===== src/hdl/pv2hp_pkg.sv =====
// ----------------------------------------------------------------------------
// pv2hp_pkg
// Shared types and constants for the PROXY v2 header parser.
// ----------------------------------------------------------------------------
package pv2hp_pkg;

  // Width of the protocol level register.
  localparam int unsigned LevelWidth = 4;

  // Depth of the queue between the front and back parts.
  localparam int unsigned QueueDepth = 4;
  localparam int unsigned QueuePtrWidth = $clog2(QueueDepth);

  // Input action codes.
  localparam logic [1:0] ACT_START = 2'd0;
  localparam logic [1:0] ACT_DATA  = 2'd1;
  localparam logic [1:0] ACT_EOS   = 2'd2;

  // Protocol levels.
  localparam logic [LevelWidth-1:0] LEVEL_OFF = 4'd0;
  localparam logic [LevelWidth-1:0] LEVEL_V2  = 4'd2;

  // Fixed header layout.
  localparam logic [15:0] SIG_LEN   = 16'd12;
  localparam logic [15:0] IDX_VCMD  = 16'd12;
  localparam logic [15:0] IDX_FAM   = 16'd13;
  localparam logic [15:0] IDX_LENHI = 16'd14;
  localparam logic [15:0] IDX_LENLO = 16'd15;

  // Version nibble and command codes.
  localparam logic [3:0] VERSION_2 = 4'h2;
  localparam logic [3:0] CMD_LOCAL = 4'h0;
  localparam logic [3:0] CMD_PROXY = 4'h1;

  // Address family nibbles and their required body lengths.
  localparam logic [3:0]  FAM_IPV4 = 4'h1;
  localparam logic [3:0]  FAM_IPV6 = 4'h2;
  localparam logic [3:0]  FAM_UNIX = 4'h3;
  localparam logic [15:0] LEN_IPV4 = 16'd12;
  localparam logic [15:0] LEN_IPV6 = 16'd36;
  localparam logic [15:0] LEN_UNIX = 16'd216;

  // Body offsets of the address and port bytes.
  localparam logic [15:0] V4_ADDR_BYTES = 16'd4;
  localparam logic [15:0] V4_PORT_HI    = 16'd8;
  localparam logic [15:0] V4_PORT_LO    = 16'd9;
  localparam logic [15:0] V6_HIGH_BYTES = 16'd8;
  localparam logic [15:0] V6_ADDR_BYTES = 16'd16;
  localparam logic [15:0] V6_PORT_HI    = 16'd32;
  localparam logic [15:0] V6_PORT_LO    = 16'd33;

  // Result kinds.
  localparam logic KIND_VERDICT = 1'b0;
  localparam logic KIND_PATH    = 1'b1;

  // Verdict codes.
  typedef enum logic [2:0] {
    ST_DISABLED = 3'd0,
    ST_LOCAL    = 3'd1,
    ST_IPV4     = 3'd2,
    ST_IPV6     = 3'd3,
    ST_UNIX     = 3'd4,
    ST_OTHER    = 3'd5,
    ST_ERROR    = 3'd6
  } status_e;

  // Command classes produced by the front part.
  typedef enum logic [2:0] {
    CLS_START_OFF,
    CLS_START_BAD,
    CLS_START_PARSE,
    CLS_DATA,
    CLS_EOS
  } cls_e;

  // Parser phases.
  typedef enum logic [1:0] {
    PH_IDLE,
    PH_HEADER,
    PH_BODY,
    PH_DONE
  } phase_e;

  // One queued command.
  typedef struct packed {
    cls_e       cls;
    logic [7:0] data;
  } cmd_t;

  // One result word.
  typedef struct packed {
    logic        kind;
    status_e     status;
    logic [63:0] addr_high;
    logic [63:0] addr_low;
    logic [15:0] port;
    logic [7:0]  path_byte;
    logic [6:0]  path_index;
  } res_t;

  // Expected signature byte at a header position.
  function automatic logic [7:0] sig_byte(input logic [3:0] idx);
    logic [7:0] val;
    case (idx)
      4'd0:    val = 8'h0d;
      4'd1:    val = 8'h0a;
      4'd2:    val = 8'h0d;
      4'd3:    val = 8'h0a;
      4'd4:    val = 8'h00;
      4'd5:    val = 8'h0d;
      4'd6:    val = 8'h0a;
      4'd7:    val = 8'h51;
      4'd8:    val = 8'h55;
      4'd9:    val = 8'h49;
      4'd10:   val = 8'h54;
      4'd11:   val = 8'h0a;
      default: val = 8'h00;
    endcase
    return val;
  endfunction

endpackage


===== src/hdl/pv2hp_front.sv =====
// ----------------------------------------------------------------------------
// pv2hp_front
// Holds the protocol level and classifies incoming words for the back part.
// ----------------------------------------------------------------------------
module pv2hp_front (
  input  logic                                clk_i,
  input  logic                                rst_ni,
  input  logic                                cfg_we_i,
  input  logic [pv2hp_pkg::LevelWidth-1:0]    cfg_wdata_i,
  input  logic                                in_valid_i,
  input  logic [1:0]                          action_i,
  input  logic [7:0]                          data_byte_i,
  input  logic                                q_full_i,
  output logic                                in_stall_o,
  output logic                                push_o,
  output pv2hp_pkg::cmd_t                     cmd_o
);

  logic [pv2hp_pkg::LevelWidth-1:0] level_q;
  logic                             keep;

  // Protocol level register.
  always_ff @(posedge clk_i or negedge rst_ni) begin
    if (!rst_ni) begin
      level_q <= pv2hp_pkg::LEVEL_OFF;
    end else if (cfg_we_i) begin
      level_q <= cfg_wdata_i;
    end
  end

  // Classify the word; a start resolves the level right here.
  always_comb begin
    keep         = 1'b1;
    cmd_o.data   = data_byte_i;
    cmd_o.cls    = pv2hp_pkg::CLS_DATA;
    case (action_i)
      pv2hp_pkg::ACT_START: begin
        if (level_q == pv2hp_pkg::LEVEL_OFF) begin
          cmd_o.cls = pv2hp_pkg::CLS_START_OFF;
        end else if (level_q == pv2hp_pkg::LEVEL_V2) begin
          cmd_o.cls = pv2hp_pkg::CLS_START_PARSE;
        end else begin
          cmd_o.cls = pv2hp_pkg::CLS_START_BAD;
        end
      end
      pv2hp_pkg::ACT_DATA: begin
        cmd_o.cls = pv2hp_pkg::CLS_DATA;
      end
      pv2hp_pkg::ACT_EOS: begin
        cmd_o.cls = pv2hp_pkg::CLS_EOS;
      end
      default: begin
        keep = 1'b0;
      end
    endcase
  end

  // Words with an unused action code are accepted and dropped.
  assign in_stall_o = q_full_i;
  assign push_o     = in_valid_i && !q_full_i && keep;

endmodule


===== src/hdl/pv2hp_queue.sv =====
// ----------------------------------------------------------------------------
// pv2hp_queue
// Small FIFO of classified commands between the front and back parts.
// ----------------------------------------------------------------------------
module pv2hp_queue (
  input  logic            clk_i,
  input  logic            rst_ni,
  input  logic            push_i,
  input  pv2hp_pkg::cmd_t cmd_i,
  input  logic            pop_i,
  output logic            full_o,
  output logic            valid_o,
  output pv2hp_pkg::cmd_t cmd_o
);

  localparam int unsigned PtrW = pv2hp_pkg::QueuePtrWidth;

  pv2hp_pkg::cmd_t            store_q [pv2hp_pkg::QueueDepth];
  logic [PtrW-1:0]            wr_ptr_q;
  logic [PtrW-1:0]            rd_ptr_q;
  logic [PtrW:0]              count_q;

  // Entry storage.
  always_ff @(posedge clk_i) begin
    if (push_i) begin
      store_q[wr_ptr_q] <= cmd_i;
    end
  end

  // Pointers and fill count.
  always_ff @(posedge clk_i or negedge rst_ni) begin
    if (!rst_ni) begin
      wr_ptr_q <= '0;
      rd_ptr_q <= '0;
      count_q  <= '0;
    end else begin
      if (push_i) begin
        wr_ptr_q <= wr_ptr_q + 1'b1;
      end
      if (pop_i) begin
        rd_ptr_q <= rd_ptr_q + 1'b1;
      end
      if (push_i && !pop_i) begin
        count_q <= count_q + 1'b1;
      end else if (pop_i && !push_i) begin
        count_q <= count_q - 1'b1;
      end
    end
  end

  assign full_o  = (count_q == (PtrW+1)'(pv2hp_pkg::QueueDepth));
  assign valid_o = (count_q != '0);
  assign cmd_o   = store_q[rd_ptr_q];

endmodule


===== src/hdl/pv2hp_back.sv =====
// ----------------------------------------------------------------------------
// pv2hp_back
// Header and body parser; executes one queued command per cycle unless the
// held result is stalled, and holds the result word in an output register.
// ----------------------------------------------------------------------------
module pv2hp_back #(
  parameter int unsigned UNIX_PATH_BYTES = 108
) (
  input  logic            clk_i,
  input  logic            rst_ni,
  input  logic            q_valid_i,
  input  pv2hp_pkg::cmd_t cmd_i,
  output logic            pop_o,
  input  logic            out_stall_i,
  output logic            out_valid_o,
  output pv2hp_pkg::res_t res_o
);

  pv2hp_pkg::phase_e phase_q, phase_d;
  logic [15:0]       cnt_q, cnt_d;
  logic              sig_ok_q, sig_ok_d;
  logic [7:0]        vcmd_q, vcmd_d;
  logic [3:0]        fam_q, fam_d;
  logic [15:0]       len_q, len_d;
  logic [63:0]       addr_hi_q, addr_hi_d;
  logic [63:0]       addr_lo_q, addr_lo_d;
  logic [15:0]       port_q, port_d;

  logic              out_vld_q;
  pv2hp_pkg::res_t   res_q;
  logic              can_take;
  logic              res_vld;
  pv2hp_pkg::res_t   res_d;
  logic [15:0]       len_new;
  logic [7:0]        b;
  logic [16:0]       cnt_inc;

  // A command runs when the output register is free or being drained.
  assign can_take = !out_vld_q || !out_stall_i;
  assign pop_o    = q_valid_i && can_take;
  assign b        = cmd_i.data;
  assign len_new  = {len_q[15:8], b};
  assign cnt_inc  = {1'b0, cnt_q} + 17'd1;

  // Parser next state and result.
  always_comb begin
    phase_d    = phase_q;
    cnt_d      = cnt_q;
    sig_ok_d   = sig_ok_q;
    vcmd_d     = vcmd_q;
    fam_d      = fam_q;
    len_d      = len_q;
    addr_hi_d  = addr_hi_q;
    addr_lo_d  = addr_lo_q;
    port_d     = port_q;
    res_vld    = 1'b0;
    res_d      = '0;
    res_d.kind = pv2hp_pkg::KIND_VERDICT;
    res_d.status = pv2hp_pkg::ST_ERROR;

    if (pop_o) begin
      case (cmd_i.cls)
        pv2hp_pkg::CLS_START_OFF, pv2hp_pkg::CLS_START_BAD,
        pv2hp_pkg::CLS_START_PARSE: begin
          cnt_d     = '0;
          sig_ok_d  = 1'b1;
          vcmd_d    = '0;
          fam_d     = '0;
          len_d     = '0;
          addr_hi_d = '0;
          addr_lo_d = '0;
          port_d    = '0;
          if (cmd_i.cls == pv2hp_pkg::CLS_START_PARSE) begin
            phase_d = pv2hp_pkg::PH_HEADER;
          end else begin
            phase_d = pv2hp_pkg::PH_DONE;
            res_vld = 1'b1;
            res_d.status = (cmd_i.cls == pv2hp_pkg::CLS_START_OFF) ?
                           pv2hp_pkg::ST_DISABLED : pv2hp_pkg::ST_ERROR;
          end
        end

        pv2hp_pkg::CLS_EOS: begin
          // End of stream inside a header or body is an error.
          if (phase_q == pv2hp_pkg::PH_HEADER || phase_q == pv2hp_pkg::PH_BODY) begin
            phase_d      = pv2hp_pkg::PH_DONE;
            res_vld      = 1'b1;
            res_d.status = pv2hp_pkg::ST_ERROR;
          end
        end

        pv2hp_pkg::CLS_DATA: begin
          case (phase_q)
            pv2hp_pkg::PH_HEADER: begin
              cnt_d = cnt_inc[15:0];
              if (cnt_q < pv2hp_pkg::SIG_LEN) begin
                if (b != pv2hp_pkg::sig_byte(cnt_q[3:0])) begin
                  sig_ok_d = 1'b0;
                end
              end else if (cnt_q == pv2hp_pkg::IDX_VCMD) begin
                vcmd_d = b;
              end else if (cnt_q == pv2hp_pkg::IDX_FAM) begin
                fam_d = b[7:4];
              end else if (cnt_q == pv2hp_pkg::IDX_LENHI) begin
                len_d = {b, 8'h00};
              end else begin
                len_d = len_new;
              end

              // Verdict on the fixed header after its last byte.
              if (cnt_q == pv2hp_pkg::IDX_LENLO) begin
                res_vld = 1'b1;
                phase_d = pv2hp_pkg::PH_DONE;
                if (!sig_ok_q || vcmd_q[7:4] != pv2hp_pkg::VERSION_2) begin
                  res_d.status = pv2hp_pkg::ST_ERROR;
                end else if (vcmd_q[3:0] == pv2hp_pkg::CMD_LOCAL) begin
                  res_d.status = pv2hp_pkg::ST_LOCAL;
                end else if (vcmd_q[3:0] != pv2hp_pkg::CMD_PROXY) begin
                  res_d.status = pv2hp_pkg::ST_ERROR;
                end else if ((fam_q == pv2hp_pkg::FAM_IPV4 && len_new != pv2hp_pkg::LEN_IPV4) ||
                             (fam_q == pv2hp_pkg::FAM_IPV6 && len_new != pv2hp_pkg::LEN_IPV6) ||
                             (fam_q == pv2hp_pkg::FAM_UNIX && len_new != pv2hp_pkg::LEN_UNIX)) begin
                  res_d.status = pv2hp_pkg::ST_ERROR;
                end else if (fam_q != pv2hp_pkg::FAM_IPV4 && fam_q != pv2hp_pkg::FAM_IPV6 &&
                             fam_q != pv2hp_pkg::FAM_UNIX && len_new == 16'd0) begin
                  res_d.status = pv2hp_pkg::ST_OTHER;
                end else begin
                  res_vld = 1'b0;
                  phase_d = pv2hp_pkg::PH_BODY;
                  cnt_d   = '0;
                end
              end
            end

            pv2hp_pkg::PH_BODY: begin
              cnt_d = cnt_inc[15:0];
              if (fam_q == pv2hp_pkg::FAM_IPV4) begin
                if (cnt_q < pv2hp_pkg::V4_ADDR_BYTES) begin
                  addr_lo_d = {addr_lo_q[55:0], b};
                end
                if (cnt_q == pv2hp_pkg::V4_PORT_HI || cnt_q == pv2hp_pkg::V4_PORT_LO) begin
                  port_d = {port_q[7:0], b};
                end
                if (cnt_inc[15:0] == pv2hp_pkg::LEN_IPV4) begin
                  phase_d         = pv2hp_pkg::PH_DONE;
                  res_vld         = 1'b1;
                  res_d.status    = pv2hp_pkg::ST_IPV4;
                  res_d.addr_low  = {32'h0, addr_lo_q[31:0]};
                  res_d.port      = port_q;
                end
              end else if (fam_q == pv2hp_pkg::FAM_IPV6) begin
                if (cnt_q < pv2hp_pkg::V6_HIGH_BYTES) begin
                  addr_hi_d = {addr_hi_q[55:0], b};
                end else if (cnt_q < pv2hp_pkg::V6_ADDR_BYTES) begin
                  addr_lo_d = {addr_lo_q[55:0], b};
                end
                if (cnt_q == pv2hp_pkg::V6_PORT_HI || cnt_q == pv2hp_pkg::V6_PORT_LO) begin
                  port_d = {port_q[7:0], b};
                end
                if (cnt_inc[15:0] == pv2hp_pkg::LEN_IPV6) begin
                  phase_d         = pv2hp_pkg::PH_DONE;
                  res_vld         = 1'b1;
                  res_d.status    = pv2hp_pkg::ST_IPV6;
                  res_d.addr_high = addr_hi_q;
                  res_d.addr_low  = addr_lo_q;
                  res_d.port      = port_q;
                end
              end else if (fam_q == pv2hp_pkg::FAM_UNIX) begin
                // Leading path bytes go out one by one; the rest are consumed.
                if (cnt_inc[15:0] == pv2hp_pkg::LEN_UNIX) begin
                  phase_d      = pv2hp_pkg::PH_DONE;
                  res_vld      = 1'b1;
                  res_d.status = pv2hp_pkg::ST_UNIX;
                end else if (cnt_q < 16'(UNIX_PATH_BYTES)) begin
                  res_vld          = 1'b1;
                  res_d.kind       = pv2hp_pkg::KIND_PATH;
                  res_d.status     = pv2hp_pkg::ST_UNIX;
                  res_d.path_byte  = b;
                  res_d.path_index = cnt_q[6:0];
                end
              end else begin
                // Unknown family: skip the body.
                if (cnt_inc >= {1'b0, len_q}) begin
                  phase_d      = pv2hp_pkg::PH_DONE;
                  res_vld      = 1'b1;
                  res_d.status = pv2hp_pkg::ST_OTHER;
                end
              end
            end

            default: begin
            end
          endcase
        end

        default: begin
        end
      endcase
    end
  end

  // Parser control state.
  always_ff @(posedge clk_i or negedge rst_ni) begin
    if (!rst_ni) begin
      phase_q  <= pv2hp_pkg::PH_IDLE;
      cnt_q    <= '0;
      sig_ok_q <= 1'b1;
    end else begin
      phase_q  <= phase_d;
      cnt_q    <= cnt_d;
      sig_ok_q <= sig_ok_d;
    end
  end

  // Parser payload state.
  always_ff @(posedge clk_i) begin
    vcmd_q    <= vcmd_d;
    fam_q     <= fam_d;
    len_q     <= len_d;
    addr_hi_q <= addr_hi_d;
    addr_lo_q <= addr_lo_d;
    port_q    <= port_d;
  end

  // Output register.
  always_ff @(posedge clk_i or negedge rst_ni) begin
    if (!rst_ni) begin
      out_vld_q <= 1'b0;
    end else if (can_take) begin
      out_vld_q <= pop_o && res_vld;
    end
  end

  always_ff @(posedge clk_i) begin
    if (pop_o && res_vld) begin
      res_q <= res_d;
    end
  end

  assign out_valid_o = out_vld_q;
  assign res_o       = res_q;

endmodule


===== src/hdl/proxy_v2_header_parser.sv =====
// ----------------------------------------------------------------------------
// proxy_v2_header_parser
// PROXY protocol v2 header parser with a classifying front, a command queue
// and a parsing back end.
// ----------------------------------------------------------------------------
// Usage: the input channel carries one word per accepted cycle (start of a
// connection, one stream byte, or end of stream). The output channel gives
// zero or one result word per input word: Unix path bytes and one final
// verdict per connection, with the source address and port for IPv4/IPv6.
// protocol_level is to be written through cfg_we_i/cfg_wdata_i only while
// idle; the block does not enforce this. It is sampled when a start word is
// accepted. Throughput is one input word per cycle while the queue is not
// full. The front classifies in the accept cycle, the word is registered in
// the four-entry queue, and the back parser runs it and registers the result
// in the output register, which drives out_valid_o.
// Reset clears the queue, the output register and the parser to idle, and
// sets the level to 0. When the receiver stalls, the result is held in the
// output register, the back stops draining, and in_stall_o rises once the
// queue is full.
// ----------------------------------------------------------------------------
module proxy_v2_header_parser #(
  parameter int unsigned UNIX_PATH_BYTES = 108
) (
  input  logic        clk_i,
  input  logic        rst_ni,
  input  logic        cfg_we_i,
  input  logic [3:0]  cfg_wdata_i,
  input  logic        in_valid_i,
  output logic        in_stall_o,
  input  logic [1:0]  action_i,
  input  logic [7:0]  data_byte_i,
  output logic        out_valid_o,
  input  logic        out_stall_i,
  output logic        result_kind_o,
  output logic [2:0]  status_o,
  output logic [63:0] addr_high_o,
  output logic [63:0] addr_low_o,
  output logic [15:0] source_port_o,
  output logic [7:0]  path_byte_o,
  output logic [6:0]  path_index_o
);

  logic            push;
  logic            pop;
  logic            q_full;
  logic            q_valid;
  pv2hp_pkg::cmd_t front_cmd;
  pv2hp_pkg::cmd_t queue_cmd;
  pv2hp_pkg::res_t res;

  // Front: level register and word classification.
  pv2hp_front u_front (
    .clk_i       (clk_i),
    .rst_ni      (rst_ni),
    .cfg_we_i    (cfg_we_i),
    .cfg_wdata_i (cfg_wdata_i),
    .in_valid_i  (in_valid_i),
    .action_i    (action_i),
    .data_byte_i (data_byte_i),
    .q_full_i    (q_full),
    .in_stall_o  (in_stall_o),
    .push_o      (push),
    .cmd_o       (front_cmd)
  );

  // Queue between the two sides.
  pv2hp_queue u_queue (
    .clk_i   (clk_i),
    .rst_ni  (rst_ni),
    .push_i  (push),
    .cmd_i   (front_cmd),
    .pop_i   (pop),
    .full_o  (q_full),
    .valid_o (q_valid),
    .cmd_o   (queue_cmd)
  );

  // Back: parser and output register.
  pv2hp_back #(
    .UNIX_PATH_BYTES (UNIX_PATH_BYTES)
  ) u_back (
    .clk_i       (clk_i),
    .rst_ni      (rst_ni),
    .q_valid_i   (q_valid),
    .cmd_i       (queue_cmd),
    .pop_o       (pop),
    .out_stall_i (out_stall_i),
    .out_valid_o (out_valid_o),
    .res_o       (res)
  );

  assign result_kind_o = res.kind;
  assign status_o      = res.status;
  assign addr_high_o   = res.addr_high;
  assign addr_low_o    = res.addr_low;
  assign source_port_o = res.port;
  assign path_byte_o   = res.path_byte;
  assign path_index_o  = res.path_index;

endmodule


===== config.mk =====
export PLATFORM = sky130hd
export DESIGN_NAME = proxy_v2_header_parser
export DESIGN_NICKNAME = d
export VERILOG_FILES = /design/src/hdl/pv2hp_pkg.sv /design/src/hdl/pv2hp_front.sv /design/src/hdl/pv2hp_queue.sv /design/src/hdl/pv2hp_back.sv /design/src/hdl/proxy_v2_header_parser.sv
export SDC_FILE = /design/constraint.sdc
export NUM_CORES = 1
export LEC_CHECK = 0
export BUFFER_PORTS_ARGS = -buffer_cell sky130_fd_sc_hd__buf_2
export CAP_MARGIN = 30
export CORE_ASPECT_RATIO = 1.5
export CORE_MARGIN = 1.5
export CORE_UTILIZATION = 40
export CTS_BUF_LIST = sky130_fd_sc_hd__clkbuf_8 sky130_fd_sc_hd__clkbuf_16
export DETAILED_ROUTE_END_ITERATION = 16
export GPL_TIMING_DRIVEN = 0
export PLACE_DENSITY = 0.65
export SKIP_CTS_REPAIR_TIMING = 1
export SLEW_MARGIN = 20
export SYNTH_ARGS = -nofsm -noshare
export SYNTH_HDL_FRONTEND = slang
export SYNTH_SLANG_ARGS = --single-unit
export TNS_END_PERCENT = 10

===== constraint.sdc =====
create_clock -name clk_i -period 40.6 [get_ports clk_i]
set_input_delay 8.12 -clock clk_i [delete_from_list [all_inputs] [get_ports clk_i]]
set_output_delay 8.12 -clock clk_i [all_outputs]
set_load 0.03 [all_outputs]

; ---- Word level (Yosys, flattened, before mapping)
; Memory sizes are Yosys's and may differ from the RTL's.
; Index checks and enable logic that the tools add are counted.
[totals]
elab_cells = 265
memories = 2
out_inout_bits = 165
in_bits = 19
romBits = 96
mem_bits_rw = 44
regBits = 366
[memory_table]
columns = name, words, width, read_ports, rd_clocked_by_memory_dff, write_ports, line
row1 = (no name shown), 16, 6, 1, 0, 0, pv2hp_pkg.sv:104  ; case (idx)
row2 = u_queue.store_q, 4, 11, 1, 0, 1, pv2hp_queue.sv:18  ; pv2hp_pkg::cmd_t store_q [pv2hp_pkg::QueueDepth];
[classes]
n_addsub = 5
n_lt_le_gt_ge = 6
n_bitwise = 7
mux = 114
n_reduce_logical = 50
eq_ne = 59
[ops]
columns = op, count
row1 = $mux W64, 10
row2 = $mux W16, 16
row3 = $pmux W64 S2, 2
row4 = $mux W80, 2
row5 = $mux W147, 1
row6 = $pmux W16 S2, 4
row7 = $eq A16 B4 Y1 const B, 7
row8 = $mux W8, 7
row9 = $eq A16 B6 Y1 const B, 3
row10 = $mux W48, 1
row11 = $mux W3, 14
row12 = $mux W2, 18
row13 = $lt A16 B4 Y1 const B, 2
row14 = $mux W1, 24
row15 = $reduce_and A6 Y1, 4
row16 = $mux W4, 5
row17 = $ne A2 B1 Y1 const B, 10
row18 = $pmux W3 S2, 3
row19 = $add A16 B1 Y17 const B, 1
row20 = $ge A17 B16 Y1, 1
row21 = $eq A16 B8 Y1 const B, 1
row22 = $logic_not A16 Y1, 1
row23 = $lt A16 B3 Y1 const B, 1
row24 = $lt A16 B5 Y1 const B, 1
row25 = 47 further kinds, 102

; ---- Depth between registers and ports, before layout
; Gate-level depths: netlist (run 1).
[depth]
ltp_word = 14
mapped_depth = 16
depth_no_buf = 15

; ---- By module
; Synthesis (run 1) repeated with hierarchy kept, for this count alone.
[unflattened]
cells_unflattened = 1184
hier_area_um2 = 17189.0
[by_module_without_submodules]
columns = module, instances, area_per_inst_um2, cells_each, seq_area_each_um2
row1 = pv2hp_back, 1, 14943.1, 1069, 10561.4
row2 = pv2hp_queue, 1, 1988.2, 91, 1496.4
row3 = pv2hp_front, 1, 257.7, 24, 100.1

; ---- Least setup slack after synthesis (run 1)
; OpenSTA, ideal clock, no wires.
[synth_path]
kind = input-to-reg
start = input port out_stall_i
end = register u_back.res_q (netlist bit u_back.res_o[0]) (enable)
stages = 6
arrival_ps = 20132
required_time_ps = 39689
path_buffers = 0
setup_time_ps = 911
path_slack_ps = 19557
cell_sequence = nand2_1 o31a_1 inv_1 nor2_1 nand3_1 o21ai_0
[synth_between]
elab_chain_len = 5
[synth_rtl]
columns = item, line
row1 = "start, declared", proxy_v2_header_parser.sv:33  ; input logic out_stall_i,
row2 = $logic_not A1 Y1 *, pv2hp_back.sv:39  ; assign can_take = !out_vld_q || !out_stall_i;
row3 = $logic_or A1 B1 Y1 *, pv2hp_back.sv:39
row4 = $logic_and A1 B1 Y1 *, pv2hp_back.sv:40  ; assign pop_o = q_valid_i && can_take;
row5 = $mux W1, pv2hp_back.sv:61  ; if (pop_o) begin
row6 = $logic_and A1 B1 Y1 *, pv2hp_back.sv:235  ; if (pop_o && res_vld) begin
row7 = "end signal, assigned", pv2hp_back.sv:236  ; res_q <= res_d;
row8 = "end, declared", pv2hp_back.sv:30  ; pv2hp_pkg::res_t res_q;
; Every way passes the cells marked *; elsewhere a longest branch is shown, timed or not.
; A chain may end at the register's enable or synchronous reset.

; ---- Final worst setup path (run 1)
[layout_path]
start = input port out_stall_i
end = register u_back.addr_lo_q[57] (enable)
[layout_between]
elab_chain_len = 4
[layout_rtl]
columns = item, line
row1 = $logic_not A1 Y1, pv2hp_back.sv:39
row2 = $logic_or A1 B1 Y1, pv2hp_back.sv:39
row3 = $logic_and A1 B1 Y1, pv2hp_back.sv:40
row4 = $reduce_and A7 Y1 (no source line), -
row5 = "end signal, assigned", pv2hp_back.sv:221  ; addr_lo_q <= addr_lo_d;
row6 = "end, declared", pv2hp_back.sv:26  ; logic [63:0] addr_lo_q, addr_lo_d;
; No other way between the ends.

==> run_results.csv, run 1 <==
group,metric,value,unit
global_route,number_of_antenna_violations_at_the_first_check_in_global_routing,0,
power_and_ir_drop,power.share.clock,21.4,%
critical_path,worst_ep_arrival_time,10.84,ns
floorplanning,i_o_pin_count,184,
sta,final-setup-viol-count,0,
synth,synth_enable_flop_cells,379,
synth,syn_area_per_cell,14.67,sq um
flow_run,maxCapViolCount,0,
power_and_ir_drop,static_leakage,7.905,nW
floorplanning,start_util,40.56,%
clock_network,cts_max_level,2,
sta,timing.fmax,94.40,MHz
synth,synth-seq-cells,410,
global_route,grt_util_met3,2.984,%
synth,combinational_family_with_the_most_area_after_synthesis,"simple AND/OR/NAND/NOR gates",
layout,final-instance-count-excl-fill,2000,
critical_path,crit_path_category,"primary input to flop",
layout,layout_commonest_cell,"sky130_fd_sc_hd__edfxtp_1",
synth,synth_async_sr_flop_share,7.561,%
drt,drt_pass1_iterations,5,
layout,final_layout_size_suffix_gt1_share,22.01,%
synth,synthDistinctLibCells,72,
synth,ys_warns,0,
global_route,global_route.usage.total,16.70,%
power_and_ir_drop,switching_share,36.77,%
critical_path,ff2ff_setup_slack,34.95,ns
critical_path,critPathMaxFanout,28,
global_route,first_global_vias,10035,
layout,area.growth.synth_to_final,19.82,%
synth,synth.mux.area_fraction,2.050,%
synth,synthesis.area,0.01709,sq mm
clock_network,cts-root-buf,"sky130_fd_sc_hd__clkbuf_16",
global_route,met2_usage,30.52,%
placed_design,gpl.final_weighted_congestion,0.9524,
drt,detail_route.drc_violations,0,
clock_network,cts_buffers,39,
drt,routed_wl,36490,um
placed_design,placement.io_buffers,183,
worst_hold_path,worst_hold_path_type,"flop to flop",
layout,insertedDiodeCount,0,
sta,relSlewSlack,45.09,%
placed_design,dp_hpwl,26590,um
synth,synth_area_in_simple_gates,16.19,%
power_and_ir_drop,sequentialPowerShare,44.1,%
power_and_ir_drop,cell_internal_pwr,1.149,mW
drt,route.antenna.remaining_nets,0,
sta,hold_viol_final,0,
critical_path,crit_start,"out_stall_i",
synth,yosys.area_share.adder,2.534,%
sta,tightestPinTransition,0.8237,ns
floorplanning,die-area,0.04399,sq mm
clock_network,cts_sink_count,410,
global_route,globalRoute.busiestLayer,"met2",
floorplanning,floorplan.rows,92,
global_route,grt_remaining_overflow,0,
global_route,global_route_wire_length_before_repair,55960,um
sta,grt_setup_unrepaired,"no",
drt,number_of_drc_violations_after_detailed_routing_iteration_0,726,
power_and_ir_drop,power.net_switching,668.2,uW
status,outcome,"finished, final reports clean",
synth,postSynthCellCount,1165,
synth,synth-xor-area-share,1.384,%
drt,average_wire_per_standard_cell,18.24,um
clock_network,clockBufferDepth,3,
synth,synth.yosys.seq_area_share,71.16,%
floorplanning,floorplan.die.height,256.1,um
critical_path,critPathLaunchType,"primary input",
placed_design,place_inst,1928,
clock_network,clkLatencyLatePin,0.54,ns
global_route,met1_grt_util,19.11,%
sta,finalCriticalPeriod,10.59,ns
floorplanning,design.core.area,0.04213,sq mm
power_and_ir_drop,share_comb_of_total_power,34.6,%
clock_network,tritoncts,"yes",
power_and_ir_drop,power_per_cell_area,88.76,mW/mm^2
synth,commonest_register_cell_after_synthesis,"sky130_fd_sc_hd__edfxtp_1",
sta,setup_tns,0,ns
floorplanning,fp.dieW,171.8,um
critical_path,critical_path_data_required_time,40.85,ns
synth,synth_compound_gate_area_share,4.247,%
power_and_ir_drop,vdd_ir_drop_max,0.04410,mV
layout,most-common-layout-cells,"sky130_fd_sc_hd__edfxtp_1 (379), sky130_fd_sc_hd__and2_1 (272), sky130_fd_sc_hd__buf_2 (193)",
sta,final-max-slew-violation-count,0,
sta,fin_worst_skew,0.01376,ns
critical_path,regToRegStartpoint,"u_back.cnt_q[0]$_DFFE_PN0P_",
worst_hold_path,min-delay-start,"u_queue.count_q[2]$_DFFE_PN0P_",
drt,via_per_inst,4.962,
synth,synth_fp_nets,1218,
clock_network,path_clk_slew,0.06,ns
critical_path,setup.worst_path.end_class,"flop",
global_route,grt_max_degree,32,
sta,final.period_utilization,26.09,%
drt,via_count,9924,
layout,finalNetCount,1458,
sta,whs,0.4982,ns
==> path summary, 6_finish.rpt <==
| kind | end | cells past startpoint |
|---|---|---|
| max | u_back.addr_lo_q[57]$_SDFFCE_PN0P_ | 10 |
| min | u_queue.count_q[2]$_DFFE_PN0P_ | 1 |
| max reg2reg | u_back.res_o[131]$_SDFFCE_PP0P_ | 19 |
| min reg2reg | u_queue.count_q[2]$_DFFE_PN0P_ | 1 |
| max in group asynchronous | u_back.cnt_q[6]$_DFFE_PN0P_ | 1 |
| min in group asynchronous | u_front.level_q[0]$_DFFE_PN0P_ | 1 |
==> metrics by stage <==
stage | power (mW) | setup WS [ns] | instance area, sq um | util [%]
floorplan | 1.241 | 19.56 | 17090 | -
finish | 1.817 | 30.01 | 20470 | 48.60
detailed placement | 1.446 | 29.52 | 19100 | 45.34
global route | 1.911 | 29.79 | 20470 | 48.60
global placement | 1.463 | 13.79 | 18710 | 44.40
CTS | 1.838 | 30.06 | 20470 | 48.60
==> power groups by stage <==
stage / Clock [mW] / Sequential (mW) / Combinational (mW)
2_1_floorplan: 0 / 1.02 / 0.217
3_3_place_gp: 0 / 0.908 / 0.555
3_5_place_dp: 0 / 0.811 / 0.636
4_1_cts: 0.397 / 0.805 / 0.637
5_1_grt: 0.412 / 0.823 / 0.676
6_report: 0.389 / 0.801 / 0.628
==> Yosys cell counts, types with 9 or more instances <==
cell                         n  area (sq um)
sky130_fd_sc_hd__inv_1      42         157.7
sky130_fd_sc_hd__nor3_1     13         65.06
sky130_fd_sc_hd__and3_1     20         125.1
sky130_fd_sc_hd__ha_1       33         412.9
sky130_fd_sc_hd__buf_2       9         45.04
sky130_fd_sc_hd__nor2_1     52         195.2
sky130_fd_sc_hd__xnor2_1    19         166.4
sky130_fd_sc_hd__edfxtp_1  379         11380
sky130_fd_sc_hd__and2_1    272          1702
sky130_fd_sc_hd__nand2_1    45         168.9
sky130_fd_sc_hd__clkbuf_1   33         123.9
sky130_fd_sc_hd__o21ai_0    19         95.09
sky130_fd_sc_hd__a21oi_1    20         100.1
sky130_fd_sc_hd__nand3_1    30         150.1
sky130_fd_sc_hd__dfrtp_1    30         750.7
sky130_fd_sc_hd__a22o_1     11         96.34
==> per-layer routing <==
| metal | vias to the layer above | routed length (um) | share of wire (%) |
|---|---|---|---|
| met5 | - | 0 | 0 |
| met4 | 0 | 1271 | 3.5 |
| met3 | 84 | 2018 | 5.5 |
| met2 | 332 | 19320 | 53 |
| met1 | 4832 | 13880 | 38 |
| li1 | 4676 | - | - |
==> logic make-up after synthesis <==
group,Yosys count
mux,19
xor+xnor,27
compound gates,101
flops,410
buf+inv,97
fa+ha+maj,34
simple gates,477
==> registers in the layout, summed over array words and instances (netlist names), 3 cells and up <==
| register | count |
|---|---|
| u_back.addr_lo_q | 64 |
| u_back.vcmd_q | 8 |
| u_back.port_q | 16 |
| u_front.level_q | 4 |
| u_back.cnt_q | 16 |
| u_back.addr_hi_q | 64 |
| u_back.res_o | 163 |
| u_queue.count_q | 3 |
| u_back.len_q | 16 |
| u_queue.store_q | 44 |
| u_back.fam_q | 4 |
==> worst max-delay path, cell delays in order <==
cell	delay [ns]
sky130_fd_sc_hd__buf_2	0.09
sky130_fd_sc_hd__nand2_1	0.10
sky130_fd_sc_hd__o31a_1	0.31
sky130_fd_sc_hd__inv_1	0.17
sky130_fd_sc_hd__nor2_1	0.45
sky130_fd_sc_hd__o21ai_0	0.32
sky130_fd_sc_hd__a31oi_1	0.27
sky130_fd_sc_hd__nor2b_4	0.53
sky130_fd_sc_hd__buf_16	0.24
sky130_fd_sc_hd__buf_12	0.21
==> cell type report <==
type | instances | area, sq um
plain buffers | 53 | 251.5
clock buffers | 40 | 1001
repair buffers | 199 | 1274
inverters | 44 | 165.2
fillers | 3705 | 21660
well taps | 564 | 705.7
multi-input cells | 658 | 4549
flip-flops and latches | 410 | 12160
clock inverters | 32 | 369.1
Note: power is estimated with default switching activity, not from simulation.
==> run 2, diff against run 1 <==
--- a/config.mk
+++ b/config.mk
@@ -13,7 +13,7 @@
 export CTS_BUF_LIST = sky130_fd_sc_hd__clkbuf_8 sky130_fd_sc_hd__clkbuf_16
 export DETAILED_ROUTE_END_ITERATION = 16
 export GPL_TIMING_DRIVEN = 0
-export PLACE_DENSITY = 0.65
+export PLACE_DENSITY = 0.67
 export SKIP_CTS_REPAIR_TIMING = 1
 export SLEW_MARGIN = 20
 export SYNTH_ARGS = -nofsm -noshare
==> constraint.sdc (replaced) <==
create_clock -name clk_i -period 8.69 [get_ports clk_i]
set_input_delay 1.738 -clock clk_i [delete_from_list [all_inputs] [get_ports clk_i]]
set_output_delay 1.738 -clock clk_i [all_outputs]
set_load 0.03 [all_outputs]
==> run_results.csv, run 2 (synthesized netlist as in run 1, its figures left out) <==
group,metric,value,unit
placed_design,place_inst,1927,
placed_design,gpl.final_weighted_congestion,0.9518,
floorplanning,i_o_pin_count,184,
sta,finalWorstSetupSlack,2.800,ns
drt,via_count,9856,
floorplanning,design.core.area,0.04213,sq mm
power_and_ir_drop,vdd_ir_drop_max,0.2786,mV
power_and_ir_drop,share_comb_of_total_power,35.0,%
drt,via_per_inst,4.933,
placed_design,dpl_worst_slack,2.888,ns
drt,wirelength_met1,14170,um
layout,insertedDiodeCount,0,
power_and_ir_drop,static_leakage,7.862,nW
sta,final-max-slew-violation-count,0,
placed_design,dp_hpwl,26570,um
sta,finalCriticalPeriod,5.890,ns
drt,detailroute.wirelength.met2,18790,um
global_route,grt_max_degree,32,
global_route,global_route_wire_length_before_repair,55770,um
power_and_ir_drop,cell_internal_pwr,5.252,mW
sta,final-setup-viol-count,0,
global_route,grt_remaining_overflow,0,
floorplanning,start_util,40.56,%
global_route,first_global_vias,10011,
power_and_ir_drop,switching_share,37.30,%
worst_hold_path,worst_hold_path_type,"flop to flop",
critical_path,setup.worst_path.end_class,"flop",
drt,detail_route.drc_violations,0,
layout,area.growth.synth_to_final,19.34,%
floorplanning,floorplan.die.height,256.1,um
placed_design,dpl-instance-area,0.01911,sq mm
status,outcome,"finished, final reports clean",
floorplanning,die-area,0.04399,sq mm
drt,route.antenna.remaining_nets,0,
drt,detailroute.wirelength.met3,1794,um
placed_design,placement.io_buffers,183,
critical_path,critPathMaxFanout,23,
sta,fin_worst_skew,0.01844,ns
layout,finish.instance_area,0.02039,sq mm
sta,final.period_utilization,67.78,%
drt,highest-signal-layer,"met4",
sta,grt_setup_unrepaired,"no",
drt,number_of_drc_violations_after_detailed_routing_iteration_0,531,
global_route,number_of_antenna_violations_at_the_first_check_in_global_routing,0,
clock_network,cts_max_level,2,
critical_path,critical_path_data_required_time,8.94,ns
power_and_ir_drop,sequentialPowerShare,44.8,%
layout,final-instance-count-excl-fill,1998,
power_and_ir_drop,power_per_cell_area,410.8,mW/mm^2
flow_run,maxCapViolCount,0,
floorplanning,floorplan.rows,92,
sta,hold_viol_final,0,
power_and_ir_drop,power.share.clock,20.2,%
drt,routed_wl,36120,um
sta,tightestPinTransition,0.7974,ns
clock_network,cts-root-buf,"sky130_fd_sc_hd__clkbuf_16",
clock_network,clockBufferDepth,3,
drt,drt_pass1_iterations,5,
layout,final_layout_size_suffix_gt1_share,21.41,%
critical_path,crit_path_category,"flop to flop",
sta,timing.fmax,169.8,MHz
sta,relSlewSlack,46.84,%
layout,most-common-layout-cells,"sky130_fd_sc_hd__edfxtp_1 (379), sky130_fd_sc_hd__and2_1 (272), sky130_fd_sc_hd__buf_2 (193)",
critical_path,critPathLaunchType,"flop",
layout,fillerInstances,3655,
global_route,global_route.usage.total,16.68,%
layout,finalNetCount,1457,
drt,average_wire_per_standard_cell,18.08,um
layout,layout_commonest_cell,"sky130_fd_sc_hd__edfxtp_1",
power_and_ir_drop,power.net_switching,3.124,mW
floorplanning,fp.dieW,171.8,um
clock_network,tritoncts,"yes",
clock_network,path_clk_slew,0.06,ns
layout,largest_register_ff_count,163,
clock_network,cts_buffers,39,
layout,final_core_util,48.40,%
clock_network,clkLatencyLatePin,0.56,ns
critical_path,worst_ep_arrival_time,6.14,ns
clock_network,cts_sink_count,410,
## run 2: cell types whose count changed in the layout (fill, tap and decap cells not counted), sizes merged
cell	previous run	this run
bufinv	8	4
inv	50	54
clkinvlp	2	0
buf	219	218
clkinv	16	17
## run 2: worst max-delay path, cell delays in order, from the launching register on
cell,delay [ns]
sky130_fd_sc_hd__dfrtp_1,0.72
sky130_fd_sc_hd__ha_1,0.39
sky130_fd_sc_hd__nand4_1,0.33
sky130_fd_sc_hd__or4_4,0.54
sky130_fd_sc_hd__and2_1,0.18
sky130_fd_sc_hd__or2_2,0.30
sky130_fd_sc_hd__ha_1,0.31
sky130_fd_sc_hd__nand2_1,0.07
sky130_fd_sc_hd__nor3_1,0.32
sky130_fd_sc_hd__and3_1,0.23
sky130_fd_sc_hd__a22o_1,0.23
sky130_fd_sc_hd__nor2_1,0.06
sky130_fd_sc_hd__nor2_1,0.19
sky130_fd_sc_hd__nor3b_1,0.13
sky130_fd_sc_hd__o21ai_4,0.61
sky130_fd_sc_hd__buf_16,0.24
sky130_fd_sc_hd__buf_16,0.18
sky130_fd_sc_hd__buf_16,0.18
sky130_fd_sc_hd__buf_16,0.17
sky130_fd_sc_hd__buf_16,0.18
## run 2: final timing paths
kind / start / endpoint / slack, ns / cells after the start
min in group asynchronous: rst_ni / u_queue.wr_ptr_q[1]$_DFFE_PN0P_ / 1.26 / 1
worst min register to register: u_queue.count_q[2]$_DFFE_PN0P_ / u_queue.count_q[2]$_DFFE_PN0P_ / 0.49 / 1
worst max register to register: u_back.cnt_q[0]$_DFFE_PN0P_ / u_back.res_o[138]$_SDFFCE_PP0P_ / 2.80 / 19
max in group asynchronous: rst_ni / u_back.cnt_q[12]$_DFFE_PN0P_ / 6.90 / 1
worst min-delay path: u_queue.count_q[2]$_DFFE_PN0P_ / u_queue.count_q[2]$_DFFE_PN0P_ / 0.49 / 1
worst max-delay path: u_back.cnt_q[0]$_DFFE_PN0P_ / u_back.res_o[138]$_SDFFCE_PP0P_ / 2.80 / 19
## run 2: power groups by stage
stage               Sequential [mW]  Clock, mW  Combinational [mW]
detailed placement             3.80          0                2.96
finish                         3.75       1.70                2.93
global route                   3.86       1.81                3.17
global placement               3.99          0                2.59
CTS                            3.77       1.73                2.97
floorplan                      4.61          0                1.02
## run 2: area by class of cell
type                            instances  area (sq um)  share of cell area [%]
Sequential cell                       410         12160                   59.62
Clock buffer                           40         989.7                   4.854
Timing Repair Buffer                  198          1279                   6.271
Clock inverter                         31         292.8                   1.436
Multi-Input combinational cell        658          4549                   22.31
Buffer                                 53         251.5                   1.233
Inverter                               44         165.2                  0.8100
Tap cell                              564         705.7                   3.461
## run 2: layer usage
metal	GRT usage, %	vias to the layer above
met5	0	-
met4	7.077	0
met3	2.644	69
met2	29.91	300
met1	19.54	4807
li1	-	4680
## run 2: metrics by stage
stage | hold WS [ns] | power (mW) | setup TNS, ns
2_1_floorplan | 0.4561 | 5.625 | 0
3_3_place_gp | 0.4764 | 6.571 | -290.39
4_1_cts | 0.4914 | 8.472 | 0
6_report | 0.4852 | 8.377 | 0
3_5_place_dp | 0.4772 | 6.759 | 0
5_1_grt | 0.5099 | 8.829 | 0
==> run 3, diff against run 2 <==
--- a/config.mk
+++ b/config.mk
@@ -5,6 +5,7 @@
 export SDC_FILE = /design/constraint.sdc
 export NUM_CORES = 1
 export LEC_CHECK = 0
+export ABC_AREA = 1
 export BUFFER_PORTS_ARGS = -buffer_cell sky130_fd_sc_hd__buf_2
 export CAP_MARGIN = 30
 export CORE_ASPECT_RATIO = 1.5
==> constraint.sdc (replaced) <==
create_clock -name clk_i -period 5.4 [get_ports clk_i]
set_input_delay 1.08 -clock clk_i [delete_from_list [all_inputs] [get_ports clk_i]]
set_output_delay 1.08 -clock clk_i [all_outputs]
set_load 0.03 [all_outputs]
==> run_results.csv, run 3 <==
group,metric,value,unit
status,outcome,"finished, final reports clean",
power_and_ir_drop,vdd_ir_drop_max,0.4469,mV
floorplanning,floorplan.rows,93,
power_and_ir_drop,power.share.clock,20.3,%
clock_network,path_clk_slew,0.06,ns
drt,route.antenna.remaining_nets,0,
synth,post-synth-top-area-cell,"sky130_fd_sc_hd__edfxtp_1",
global_route,number_of_antenna_violations_at_the_first_check_in_global_routing,0,
drt,routed_wl,38300,um
placed_design,placement.io_buffers,183,
clock_network,cts_buffers,40,
synth,synth-seq-cells,410,
synth,synthTopCellsByArea,"sky130_fd_sc_hd__edfxtp_1 (65%), sky130_fd_sc_hd__nor2_1 (6.2%), sky130_fd_sc_hd__inv_1 (4.7%)",
layout,final_layout_size_suffix_gt1_share,19.62,%
clock_network,cts-root-buf,"sky130_fd_sc_hd__clkbuf_16",
sta,hold_viol_final,0,
synth,synth_common_cells,"sky130_fd_sc_hd__edfxtp_1 (379), sky130_fd_sc_hd__nor2_1 (291), sky130_fd_sc_hd__inv_1 (221)",
layout,area.growth.synth_to_final,18.18,%
critical_path,highest_cell_delay_on_the_worst_timing_path,0.58,ns
synth,commonest_register_cell_after_synthesis,"sky130_fd_sc_hd__edfxtp_1",
critical_path,worst_ep_arrival_time,4.94,ns
power_and_ir_drop,cell_internal_pwr,8.204,mW
power_and_ir_drop,share_comb_of_total_power,36.7,%
global_route,global_route.usage.total,17.13,%
layout,layout_commonest_cell,"sky130_fd_sc_hd__edfxtp_1",
synth,synth_enable_flop_cells,379,
drt,via_per_inst,4.751,
sta,grt_setup_unrepaired,"no",
power_and_ir_drop,switching_share,40.26,%
layout,largest_register_ff_count,163,
global_route,global_route_wire_length_before_repair,59550,um
synth,synth_fp_nets,1558,
synth,yosysTopAreaCellShare,64.93,%
critical_path,setup.worst_path.end_class,"flop",
global_route,grt_remaining_overflow,0,
critical_path,crit_path_category,"flop to flop",
sta,relSlewSlack,43.76,%
critical_path,cp_cell_sequence,"ha_1, inv_1, nor2_4, nand3_2, nand2_2, nand2_1, ha_1, nand2_1, nor2_1, nand2_1, o21ai_0, a21oi_1, nand3_1, nand2_1, inv_1, nand2_1, nand2_1, nand2_1, nand2_1, nand2_1, nand2_1, nand2_1, inv_8, buf_16",
placed_design,gpl.final_weighted_congestion,0.9076,
drt,average_wire_per_standard_cell,16.34,um
critical_path,timing.critical_path.slowest_stage_cell,"sky130_fd_sc_hd__dfrtp_1",
critical_path,critical_path_data_required_time,5.62,ns
layout,insertedDiodeCount,0,
floorplanning,start_util,40.71,%
layout,finish.instance_area,0.02072,sq mm
synth,synth_most_common_cell,"sky130_fd_sc_hd__edfxtp_1",
synth,syn_area_per_cell,11.65,sq um
floorplanning,design.core.area,0.04305,sq mm
sta,finalCriticalPeriod,4.723,ns
sta,tightestPinTransition,0.8436,ns
worst_hold_path,worst_hold_path_type,"flop to flop",
placed_design,dpl-instance-area,0.01939,sq mm
sta,finalWorstSetupSlack,0.6773,ns
critical_path,critPathMaxFanout,98,
power_and_ir_drop,sequentialPowerShare,43.0,%
synth,synth.yosys.seq_area_share,69.36,%
sta,final-setup-viol-count,0,
drt,via_count,11137,
clock_network,cts_sink_count,410,
floorplanning,i_o_pin_count,184,
synth,postSynthCellCount,1505,
floorplanning,fp.dieW,173.9,um
sta,fin_worst_skew,0.02325,ns
power_and_ir_drop,static_leakage,8.481,nW
floorplanning,floorplan.die.height,259.4,um
global_route,first_global_vias,11097,
power_and_ir_drop,power_per_cell_area,662.9,mW/mm^2
sta,final-max-slew-violation-count,0,
critical_path,critPathLaunchType,"flop",
synth,synthesis.area,0.01753,sq mm
sta,final.period_utilization,87.46,%
sta,timing.fmax,211.7,MHz
synth,ys_warns,0,
power_and_ir_drop,power.net_switching,5.529,mW
clock_network,clkLatencyLatePin,0.57,ns
flow_run,maxCapViolCount,0,
floorplanning,die-area,0.04511,sq mm
clock_network,tritoncts,"yes",
synth,synthDistinctLibCells,47,
layout,finalNetCount,1796,
global_route,grt_max_degree,99,
layout,most-common-layout-cells,"sky130_fd_sc_hd__edfxtp_1 (379), sky130_fd_sc_hd__nor2_1 (290), sky130_fd_sc_hd__inv_1 (228)",
synth,synth_async_sr_flop_share,7.561,%
drt,number_of_drc_violations_after_detailed_routing_iteration_0,620,
clock_network,clockBufferDepth,3,
drt,detail_route.drc_violations,0,
placed_design,dpl_worst_slack,0.6900,ns
drt,drt_pass1_iterations,5,
placed_design,dp_hpwl,28490,um
critical_path,cp_common_cell,"sky130_fd_sc_hd__nand2_1",
clock_network,cts_max_level,2,
run 3: changes by cell type in the layout (fill, tap and decap cells not counted), sizes merged, moves of 11 or more:
cell and delta:
inv +184, nand2 +152, and3 -20, a22o -11, o21ai +18, nor2 +290
nand4 +16, and2 -272, nor3 +43, nand3 +39, mux4 -11, xnor2 -18
run 3: stage by stage:
stage               setup TNS (ns)  util [%]  instances  power (mW)  hold WS, ns
detailed placement               0     45.04       2270       11.09       0.4918
global route                     0     48.12       2344       14.51       0.5118
finish                           0     48.12       2344       13.73       0.4989
floorplan                  -127.48         -       1505       9.351       0.4654
global placement           -640.12     44.51       2258       10.05       0.4899
CTS                              0     48.11       2343       13.89       0.5019
run 3: final timing paths:
kind / from / endpoint / slack, ns / cells past startpoint
min in group asynchronous: rst_ni / u_front.level_q[1]$_DFFE_PN0P_ / 0.61 / 1
worst max-delay path: u_back.cnt_q[0]$_DFFE_PN0P_ / u_back.res_o[1]$_SDFFCE_PP0P_ / 0.68 / 24
worst min-delay path: u_back.sig_ok_q$_DFFE_PN1P_ / u_back.sig_ok_q$_DFFE_PN1P_ / 0.50 / 2
worst min register to register: u_back.sig_ok_q$_DFFE_PN1P_ / u_back.sig_ok_q$_DFFE_PN1P_ / 0.50 / 2
worst max register to register: u_back.cnt_q[0]$_DFFE_PN0P_ / u_back.res_o[1]$_SDFFCE_PP0P_ / 0.68 / 24
max in group asynchronous: rst_ni / u_back.cnt_q[14]$_DFFE_PN0P_ / 4.23 / 1
run 3: cell families (layout without fill, tap and decap cells):
kind of cell               after synthesis  after routing  share of synthesized area [%]
and+or+nand+nor                        694            694                          18.47
DFF                                    410            410                          69.36
buffers and inverters                  277            546                          6.495
AOI/OAI and AO/OA                       75             75                          2.384
adders and majority gates               34             34                          2.470
xor gates and xnor gates                10             10                         0.4997
muxes                                    5              5                         0.3212
run 3: layer usage:
layer / share of wire, % / track usage (%) / up-vias / routed length [um]
met5: 0 / 0 / - / 0
met4: 4.1 / 8.190 / 0 / 1581
met3: 4.4 / 2.622 / 81 / 1690
met2: 53 / 32.09 / 299 / 20480
met1: 38 / 18.86 / 5297 / 14550
li1: - / - / 5460 / -
run 3: cell type report:
cell class / instances / area, sq um
plain buffers: 49 / 280.3
clock buffers: 40 / 1001
clock inverters: 33 / 319.1
fillers: 3911 / 22340
inverters: 228 / 865.8
multi-input cells: 818 / 4258
flip-flops and latches: 410 / 12160
well taps: 570 / 713.2
repair buffers: 196 / 1121
run 3: power by group through the flow:
stage,clock network [mW],logic (mW),registers [mW]
floorplan,0,2.19,7.16
global placement,0,4.14,5.90
detailed placement,0,5.11,5.98
CTS,2.85,5.12,5.92
global route,2.96,5.52,6.04
finish,2.78,5.04,5.91
run 3: worst max-delay path: cells and delay by family, from the launching register on:
family	cells	cell delay [ns]
AOI/OAI and AO/OA	2	0.32
adders and majority gates	2	0.70
buffers and inverters	4	1.08
DFF	1	0.58
and+or+nand+nor	16	1.57
